**src/ptate_pkg.sv**
```systemverilog
`default_nettype none
package ptate_pkg;

  typedef struct packed {
    logic [7:0] alpha;
    logic [7:0] red;
    logic [7:0] green;
    logic [7:0] blue;
    logic       frame_end;
  } pix_in_t;

  typedef struct packed {
    logic [7:0] out_byte;
    logic       run_last;
    logic       frame_last;
  } byte_out_t;

  // decimal digits of one channel, lead is the index of the first digit sent
  typedef struct packed {
    logic [3:0] hun;
    logic [3:0] ten;
    logic [3:0] one;
    logic [1:0] lead;
  } dec_t;

  typedef struct packed {
    logic start;
    logic change;
    logic last;
    dec_t red;
    dec_t green;
    dec_t blue;
  } cmd_t;

  typedef enum logic [3:0] {
    PH_PREFIX,
    PH_LEAD,
    PH_RED,
    PH_SEMI1,
    PH_GREEN,
    PH_SEMI2,
    PH_BLUE,
    PH_MARK,
    PH_SPACE,
    PH_RESET
  } phase_t;

  localparam int PrefixLen = 10;
  localparam int LeadLen   = 7;
  localparam int ResetLen  = 3;

  localparam logic [7:0] ESC_CHAR   = 8'h1B;
  localparam logic [7:0] SEMI_CHAR  = 8'h3B;
  localparam logic [7:0] MARK_CHAR  = 8'h6D;
  localparam logic [7:0] SPACE_CHAR = 8'h20;
  localparam logic [7:0] ZERO_CHAR  = 8'h30;

  localparam logic [7:0] PREFIX_SEQ [PrefixLen] = '{
    ESC_CHAR, 8'h5B, 8'h34, 8'h38, 8'h3B, 8'h32, 8'h3B, 8'h3B, 8'h3B, 8'h6D
  };
  localparam logic [7:0] LEAD_SEQ [LeadLen] = '{
    ESC_CHAR, 8'h5B, 8'h34, 8'h38, 8'h3B, 8'h32, 8'h3B
  };
  localparam logic [7:0] RESET_SEQ [ResetLen] = '{ESC_CHAR, 8'h5B, 8'h6D};

  function automatic dec_t to_decimal(input logic [7:0] v);
    dec_t        d;
    logic [6:0]  rem;
    logic [14:0] prod;
    logic [6:0]  tens_part;
    if (v >= 8'd200) begin
      d.hun = 4'd2;
      rem   = 7'(v - 8'd200);
    end else if (v >= 8'd100) begin
      d.hun = 4'd1;
      rem   = 7'(v - 8'd100);
    end else begin
      d.hun = 4'd0;
      rem   = v[6:0];
    end
    // rem / 10 by reciprocal, exact below 100
    prod      = 15'(rem) * 15'd205;
    d.ten     = prod[14:11];
    tens_part = 7'({3'd0, d.ten} * 7'd10);
    d.one     = 4'(rem - tens_part);
    if (d.hun != 4'd0) d.lead = 2'd0;
    else if (d.ten != 4'd0) d.lead = 2'd1;
    else d.lead = 2'd2;
    return d;
  endfunction

endpackage
`default_nettype wire

```
**src/ptate_front.sv**
```systemverilog
`default_nettype none
module ptate_front (
  input  wire                logic clk,
  input  wire                logic rst_n,
  input  wire                logic in_valid,
  output logic               in_ready,
  input  ptate_pkg::pix_in_t in_data,
  input  wire                logic q_full,
  output logic               push,
  output ptate_pkg::cmd_t    push_cmd
);

  logic [31:0] prev_r, prev_nxt;
  logic        started_r, started_nxt;
  logic [31:0] word;
  logic        change;

  assign word     = {in_data.alpha, in_data.red, in_data.green, in_data.blue};
  assign change   = !started_r || (word != prev_r);
  assign in_ready = !q_full;
  assign push     = in_valid && in_ready;

  always_comb begin
    push_cmd.start  = !started_r;
    push_cmd.change = change;
    push_cmd.last   = in_data.frame_end;
    push_cmd.red    = ptate_pkg::to_decimal(in_data.red);
    push_cmd.green  = ptate_pkg::to_decimal(in_data.green);
    push_cmd.blue   = ptate_pkg::to_decimal(in_data.blue);
  end

  always_comb begin
    prev_nxt    = prev_r;
    started_nxt = started_r;
    if (push) begin
      if (change) prev_nxt = word;
      started_nxt = !in_data.frame_end;
    end
  end

  always_ff @(posedge clk) begin
    if (!rst_n) begin
      prev_r    <= '0;
      started_r <= 1'b0;
    end else begin
      prev_r    <= prev_nxt;
      started_r <= started_nxt;
    end
  end

endmodule
`default_nettype wire

```
**src/ptate_queue.sv**
```systemverilog
`default_nettype none
module ptate_queue (
  input  wire             logic clk,
  input  wire             logic rst_n,
  input  wire             logic push,
  input  ptate_pkg::cmd_t push_cmd,
  input  wire             logic pop,
  output logic            full,
  output logic            head_valid,
  output ptate_pkg::cmd_t head
);

  ptate_pkg::cmd_t mem_r [2];
  logic       wr_ptr_r, wr_ptr_nxt;
  logic       rd_ptr_r, rd_ptr_nxt;
  logic [1:0] count_r, count_nxt;

  assign full       = (count_r == 2'd2);
  assign head_valid = (count_r != 2'd0);
  assign head       = mem_r[rd_ptr_r];

  always_comb begin
    wr_ptr_nxt = push ? !wr_ptr_r : wr_ptr_r;
    rd_ptr_nxt = pop ? !rd_ptr_r : rd_ptr_r;
    count_nxt  = count_r;
    if (push && !pop) count_nxt = count_r + 2'd1;
    else if (pop && !push) count_nxt = count_r - 2'd1;
  end

  always_ff @(posedge clk) begin
    if (push) mem_r[wr_ptr_r] <= push_cmd;
  end

  always_ff @(posedge clk) begin
    if (!rst_n) begin
      wr_ptr_r <= 1'b0;
      rd_ptr_r <= 1'b0;
      count_r  <= 2'd0;
    end else begin
      wr_ptr_r <= wr_ptr_nxt;
      rd_ptr_r <= rd_ptr_nxt;
      count_r  <= count_nxt;
    end
  end

endmodule
`default_nettype wire

```
**src/ptate_back.sv**
```systemverilog
`default_nettype none
module ptate_back (
  input  wire                  logic clk,
  input  wire                  logic rst_n,
  input  wire                  logic head_valid,
  input  ptate_pkg::cmd_t      head,
  output logic                 pop,
  output logic                 out_valid,
  input  wire                  logic out_ready,
  output ptate_pkg::byte_out_t out_data
);

  ptate_pkg::phase_t phase_r, phase_nxt, cur_phase;
  logic [3:0]        idx_r, idx_nxt, cur_idx;
  logic              fresh_r, fresh_nxt;
  logic              out_valid_r, out_valid_nxt;
  ptate_pkg::byte_out_t out_data_r, out_data_nxt;
  logic              emit;
  logic              done;
  logic [7:0]        cur_byte;

  function automatic logic [7:0] digit_char(input ptate_pkg::dec_t d, input logic [1:0] i);
    logic [3:0] v;
    case (i)
      2'd0:    v = d.hun;
      2'd1:    v = d.ten;
      default: v = d.one;
    endcase
    return ptate_pkg::ZERO_CHAR + {4'd0, v};
  endfunction

  // next byte's position, the first for a new head word
  always_comb begin
    if (fresh_r) begin
      if (head.start) cur_phase = ptate_pkg::PH_PREFIX;
      else if (head.change) cur_phase = ptate_pkg::PH_LEAD;
      else cur_phase = ptate_pkg::PH_SPACE;
      cur_idx = 4'd0;
    end else begin
      cur_phase = phase_r;
      cur_idx   = idx_r;
    end
  end

  assign emit = head_valid && (!out_valid_r || out_ready);

  always_comb begin
    cur_byte  = ptate_pkg::SPACE_CHAR;
    done      = 1'b0;
    phase_nxt = cur_phase;
    idx_nxt   = cur_idx + 4'd1;
    case (cur_phase)
      ptate_pkg::PH_PREFIX: begin
        cur_byte = ptate_pkg::PREFIX_SEQ[cur_idx];
        if (cur_idx == 4'(ptate_pkg::PrefixLen - 1)) begin
          phase_nxt = ptate_pkg::PH_LEAD;
          idx_nxt   = 4'd0;
        end
      end
      ptate_pkg::PH_LEAD: begin
        cur_byte = ptate_pkg::LEAD_SEQ[cur_idx[2:0]];
        if (cur_idx == 4'(ptate_pkg::LeadLen - 1)) begin
          phase_nxt = ptate_pkg::PH_RED;
          idx_nxt   = {2'd0, head.red.lead};
        end
      end
      ptate_pkg::PH_RED: begin
        cur_byte = digit_char(head.red, cur_idx[1:0]);
        if (cur_idx[1:0] == 2'd2) phase_nxt = ptate_pkg::PH_SEMI1;
      end
      ptate_pkg::PH_SEMI1: begin
        cur_byte  = ptate_pkg::SEMI_CHAR;
        phase_nxt = ptate_pkg::PH_GREEN;
        idx_nxt   = {2'd0, head.green.lead};
      end
      ptate_pkg::PH_GREEN: begin
        cur_byte = digit_char(head.green, cur_idx[1:0]);
        if (cur_idx[1:0] == 2'd2) phase_nxt = ptate_pkg::PH_SEMI2;
      end
      ptate_pkg::PH_SEMI2: begin
        cur_byte  = ptate_pkg::SEMI_CHAR;
        phase_nxt = ptate_pkg::PH_BLUE;
        idx_nxt   = {2'd0, head.blue.lead};
      end
      ptate_pkg::PH_BLUE: begin
        cur_byte = digit_char(head.blue, cur_idx[1:0]);
        if (cur_idx[1:0] == 2'd2) phase_nxt = ptate_pkg::PH_MARK;
      end
      ptate_pkg::PH_MARK: begin
        cur_byte  = ptate_pkg::MARK_CHAR;
        phase_nxt = ptate_pkg::PH_SPACE;
      end
      ptate_pkg::PH_SPACE: begin
        cur_byte  = ptate_pkg::SPACE_CHAR;
        phase_nxt = ptate_pkg::PH_RESET;
        idx_nxt   = 4'd0;
        done      = !head.last;
      end
      ptate_pkg::PH_RESET: begin
        cur_byte = ptate_pkg::RESET_SEQ[cur_idx[1:0]];
        done     = (cur_idx[1:0] == 2'(ptate_pkg::ResetLen - 1));
      end
      default: begin
        cur_byte = ptate_pkg::SPACE_CHAR;
        done     = 1'b1;
      end
    endcase
  end

  assign pop = emit && done;

  always_comb begin
    fresh_nxt     = fresh_r;
    out_valid_nxt = out_valid_r;
    out_data_nxt  = out_data_r;
    if (out_valid_r && out_ready) out_valid_nxt = 1'b0;
    if (emit) begin
      out_valid_nxt           = 1'b1;
      out_data_nxt.out_byte   = cur_byte;
      out_data_nxt.run_last   = done;
      out_data_nxt.frame_last = done && (cur_phase == ptate_pkg::PH_RESET);
      fresh_nxt               = done;
    end
  end

  always_ff @(posedge clk) begin
    if (emit && !done) begin
      phase_r <= phase_nxt;
      idx_r   <= idx_nxt;
    end
    out_data_r <= out_data_nxt;
  end

  always_ff @(posedge clk) begin
    if (!rst_n) begin
      fresh_r     <= 1'b1;
      out_valid_r <= 1'b0;
    end else begin
      fresh_r     <= fresh_nxt;
      out_valid_r <= out_valid_nxt;
    end
  end

  assign out_valid = out_valid_r;
  assign out_data  = out_data_r;

endmodule
`default_nettype wire

```
**src/pixel_to_ansi_truecolor_encoder.sv**
```systemverilog
// an accepted pixel is written into the queue, and its first byte is then registered in the output register
// throughput: one byte per cycle while out_ready is high and a pixel is queued; a pixel makes 1 byte
// unchanged, up to 20 on a colour change, 3 more on a frame end, 33 at most at frame start, all issued by
// the byte sequencer; a two-word queue between classifier and sequencer absorbs output stalls
// synchronous active-low reset clears the queue, the output valid flag and the
// previous colour, and the next pixel starts a frame
`default_nettype none
module pixel_to_ansi_truecolor_encoder (
  input  wire                  logic clk,
  input  wire                  logic rst_n,
  input  wire                  logic in_valid,
  output logic                 in_ready,
  input  ptate_pkg::pix_in_t   in_data,
  output logic                 out_valid,
  input  wire                  logic out_ready,
  output ptate_pkg::byte_out_t out_data
);

  logic            q_full;
  logic            push;
  ptate_pkg::cmd_t push_cmd;
  logic            pop;
  logic            head_valid;
  ptate_pkg::cmd_t head;

  ptate_front u_front (
    .clk      (clk),
    .rst_n    (rst_n),
    .in_valid (in_valid),
    .in_ready (in_ready),
    .in_data  (in_data),
    .q_full   (q_full),
    .push     (push),
    .push_cmd (push_cmd)
  );

  ptate_queue u_queue (
    .clk        (clk),
    .rst_n      (rst_n),
    .push       (push),
    .push_cmd   (push_cmd),
    .pop        (pop),
    .full       (q_full),
    .head_valid (head_valid),
    .head       (head)
  );

  ptate_back u_back (
    .clk        (clk),
    .rst_n      (rst_n),
    .head_valid (head_valid),
    .head       (head),
    .pop        (pop),
    .out_valid  (out_valid),
    .out_ready  (out_ready),
    .out_data   (out_data)
  );

endmodule
`default_nettype wire

```
**config.mk**
```make
export PLATFORM = sky130hd
export DESIGN_NAME = pixel_to_ansi_truecolor_encoder
export DESIGN_NICKNAME = d
export VERILOG_FILES = /design/src/ptate_pkg.sv /design/src/ptate_front.sv /design/src/ptate_queue.sv /design/src/ptate_back.sv /design/src/pixel_to_ansi_truecolor_encoder.sv
export SDC_FILE = /design/constraint.sdc
export NUM_CORES = 1
export LEC_CHECK = 0
export BUFFER_PORTS_ARGS = -buffer_cell sky130_fd_sc_hd__buf_2
export CAP_MARGIN = 20
export CORE_MARGIN = 1
export CORE_UTILIZATION = 40
export CTS_BUF_LIST = sky130_fd_sc_hd__clkbuf_4 sky130_fd_sc_hd__clkbuf_8
export CTS_CLUSTER_SIZE = 28
export DETAILED_ROUTE_END_ITERATION = 16
export PLACE_DENSITY_LB_ADDON = 0.3
export SLEW_MARGIN = 5
export SYNTH_ARGS = -nofsm -noshare
export SYNTH_HDL_FRONTEND = slang
export SYNTH_SLANG_ARGS = --single-unit
```
**constraint.sdc**
```tcl
create_clock -name clk -period 6.53 [get_ports clk]
set_input_delay 0.9795 -clock clk [delete_from_list [all_inputs] [get_ports clk]]
set_output_delay 0.9795 -clock clk [all_outputs]
set_load 0.05 [all_outputs]
```
==> results.json <==
{
  "cap_violations": 0,
  "min_path_type": "register to register",
  "grt_setup_unrepaired": "false",
  "cts_hold_buf": 0,
  "grt_max_degree": 41,
  "synth_edf_count": 95,
  "hold_violations": 0,
  "syn_nets": 1154,
  "status": "finished clean",
  "path_class": "input port to register",
  "start_util_pct": 41.12,
  "die_w_um": 160.8,
  "cts.path.max_buffers": 2,
  "htree_levels": 4,
  "finalCritPeriodShare_pct": 96.10,
  "finalSetupViolCount": 0,
  "cp_max_fo": 7,
  "crit_start": "in_data[20]",
  "synth_cell_types": 79,
  "routed_wire_length_per_instance_um": 15.36,
  "synth_area_per_cell_um2": 10.43,
  "cts_tree": "built",
  "clock_latency_ns": 0.45,
  "setup_tns_ns": 0,
  "syn_inst": 967,
  "p_leak_nw": 5.180,
  "final_common_cell": "ha_1",
  "synthesis.area_um2": 10090,
  "drt_iter0_drc": 411,
  "cp_data_required_time_ns": 6.70,
  "ir_worst_vdd_uv": 272.8,
  "slew_viol_final": 0,
  "grt_overflow_total": 0,
  "async_reset_ff_share_pct": 0,
  "die_area_um2": 25860,
  "port_buffers": 47,
  "p_seq_share_pct": 29.7,
  "yosysTopAreaCell": "edfxtp_1",
  "drive_gt1_share_pct": 20.90,
  "ys_ff_latch": 135,
  "min_period_ns": 6.275,
  "fmax_mhz": 159.4,
  "power.net_switching_mw": 2.087,
  "clockPowerShare_pct": 14.3,
  "fin_skew_ns": 0.01412,
  "fill_cells": 2323,
  "final_cell_mix": "125 x ha_1, 102 x buf_4, 95 x edfxtp_1, 91 x inv_1, 63 x nand2_1",
  "grt_pass1_wl_um": 36670,
  "numCtsBuffers": 17,
  "core_area_um2": 24530,
  "critPathArrivalTime_ns": 6.45,
  "grt_usage_pct": 17.65,
  "drc": 0,
  "vias": 7385,
  "clk_pin_slew_ns": 0.09,
  "final_area_um2": 11750,
  "hp-start": "u_front.prev_r[6]",
  "cts_root_buffer": "clkbuf_8",
  "fp-row-count": 57,
  "startpoint_type": "input port",
  "grt_pass1_vias": 7324,
  "cts.sinks": 135,
  "gp_congestion": 0.9062,
  "synth_warnings": 0,
  "power.internal_mw": 3.060,
  "switching_share_pct": 40.55,
  "reg2reg_from": "u_back.fresh_r",
  "synth_seq_area_share_pct": 36.21,
  "tightest_slew_ns": 0.9757,
  "post_dp_cell_area_um2": 11310,
  "drtPass1Iterations": 4,
  "syn_to_final_growth_pct": 16.45,
  "synth_area_leaders": "edfxtp_1 28%, ha_1 16%, dfxtp_1 7.9%",
  "synth_ff_type": "edfxtp_1",
  "via_per_inst": 5.164,
  "wl_um": 21970,
  "combPwrFrac_pct": 56.1,
  "grt_antenna_before_repair": 1,
  "dp_hpwl_um": 16870,
  "critPathCaptureType": "register",
  "die_h_um": 160.8,
  "postRouteAntennaNets": 0,
  "ios": 49,
  "nets": 1279,
  "yosysTopAreaCellShare_pct": 28.28,
  "max_slew_margin_pct": 34.95,
  "cellPowerDensity_nw_per_um2": 438.1
}
[metrics by stage]
stage          hold WS (ns)  cells  utilization (%)  worst slack (ns)  power [mW]
4_1_cts              0.4819   1427            47.77            0.2494       5.185
5_1_grt              0.4967   1429            47.87         0.0005569       5.582
3_5_place_dp         0.4708   1395            46.08           -0.2423       4.438
2_1_floorplan        0.4553    967                -           0.01054       3.554
6_report             0.4795   1430            47.88            0.2546       5.147
3_3_place_gp         0.4645   1395            46.08           -0.1650       4.381
[power groups by stage]
stage | sequential [mW] | clock, mW | combinational [mW]
3_3_place_gp | 1.54 | 0 | 2.84
5_1_grt | 1.55 | 0.782 | 3.25
6_report | 1.53 | 0.734 | 2.89
4_1_cts | 1.53 | 0.747 | 2.91
3_5_place_dp | 1.54 | 0 | 2.89
2_1_floorplan | 1.60 | 0 | 1.96
[path summary, 6_finish.rpt]
kind | endpoint | slack, ns | cells past startpoint
min reg2reg | u_front.prev_r[6] | 0.48 | 2
min | u_front.prev_r[6] | 0.48 | 2
max reg2reg | u_queue.count_r[1] | 2.87 | 9
max | u_queue.mem_r[1][33] | 0.25 | 25
[cell families after synthesis]
family,after synthesis,share of synthesized area [%]
simple gates,231,12.12
compound gates,180,12.61
xor+xnor,72,6.747
buf+inv,134,5.283
fa+ha+maj,150,20.46
other cells,1,0.03717
flops,135,36.21
mux,64,6.524
[metal layers]
layer  track usage, %  share of wire, %  vias up  routed length [um]
met5                0                 0        -                   0
met4            4.460               1.3        0                 295
met3            3.332               3.3       18                 718
met2            28.75                46      125               10210
met1            24.07                49     3522               10750
li1                 -                 -     3720                   -
[cell usage after synthesis (all sizes together) (9+ instances only)]
cell	number
and2	9
ha	125
inv	91
edfxtp	95
nand4	14
nand3	11
xor2	15
a21oi	36
a21o	10
fa	25
buf	14
a21boi	12
nand2	63
nand2b	13
nor2b	31
nor3	13
dfxtp	40
xnor2	55
o21ai	32
mux2i	50
or2	12
nor2	36
o22ai	12
mux2	14
clkbuf	29
[area by class of cell]
class | count | area [um^2] | share of cell area, %
inverters | 91 | 341.6 | 2.908
clock buffers | 17 | 234.0 | 1.992
flip-flops and latches | 135 | 3655 | 31.11
multi-input cells | 698 | 5929 | 50.47
repair buffers | 149 | 1001 | 8.521
diodes | 1 | 2.502 | 0.02130
well taps | 324 | 405.4 | 3.451
clock inverters | 15 | 178.9 | 1.523
[worst max-delay path, stage by stage]
cell and delay [ns]:
buf_2 0.10, buf_4 0.15, ha_1 0.17, nor3b_1 0.15, o311a_1 0.39, buf_4 0.17
o21bai_2 0.21, xnor2_2 0.25, ha_1 0.30, ha_1 0.21, fa_1 0.48, inv_1 0.06
fa_1 0.50, inv_1 0.05, ha_1 0.30, a31oi_1 0.17, nor2_1 0.06, a211o_1 0.29
a21o_1 0.19, a31o_2 0.22, xnor2_1 0.17, fa_1 0.45, xnor2_1 0.18, xnor2_1 0.15
xnor2_1 0.09
[sequential cells by signal, summed over array words and instances, names as in the netlist, named ones only]
signal	flops
u_queue.rd_ptr_r	1
u_queue.mem_r	78
u_back.fresh_r	1
u_front.started_r	1
u_queue.wr_ptr_r	1
u_front.prev_r	32
u_queue.count_r	2
u_back.phase_r	4
u_back.out_valid	1
u_back.out_data	9
u_back.idx_r	4
[what timing repair did]
item | in CTS | in global routing
setup endpoints to repair | 0 | 4
buffers inserted | 0 | 2
endpoints found under the hold margin | 0 | 0
resized for setup | 0 | 3
(Power assumes the default switching activity.)
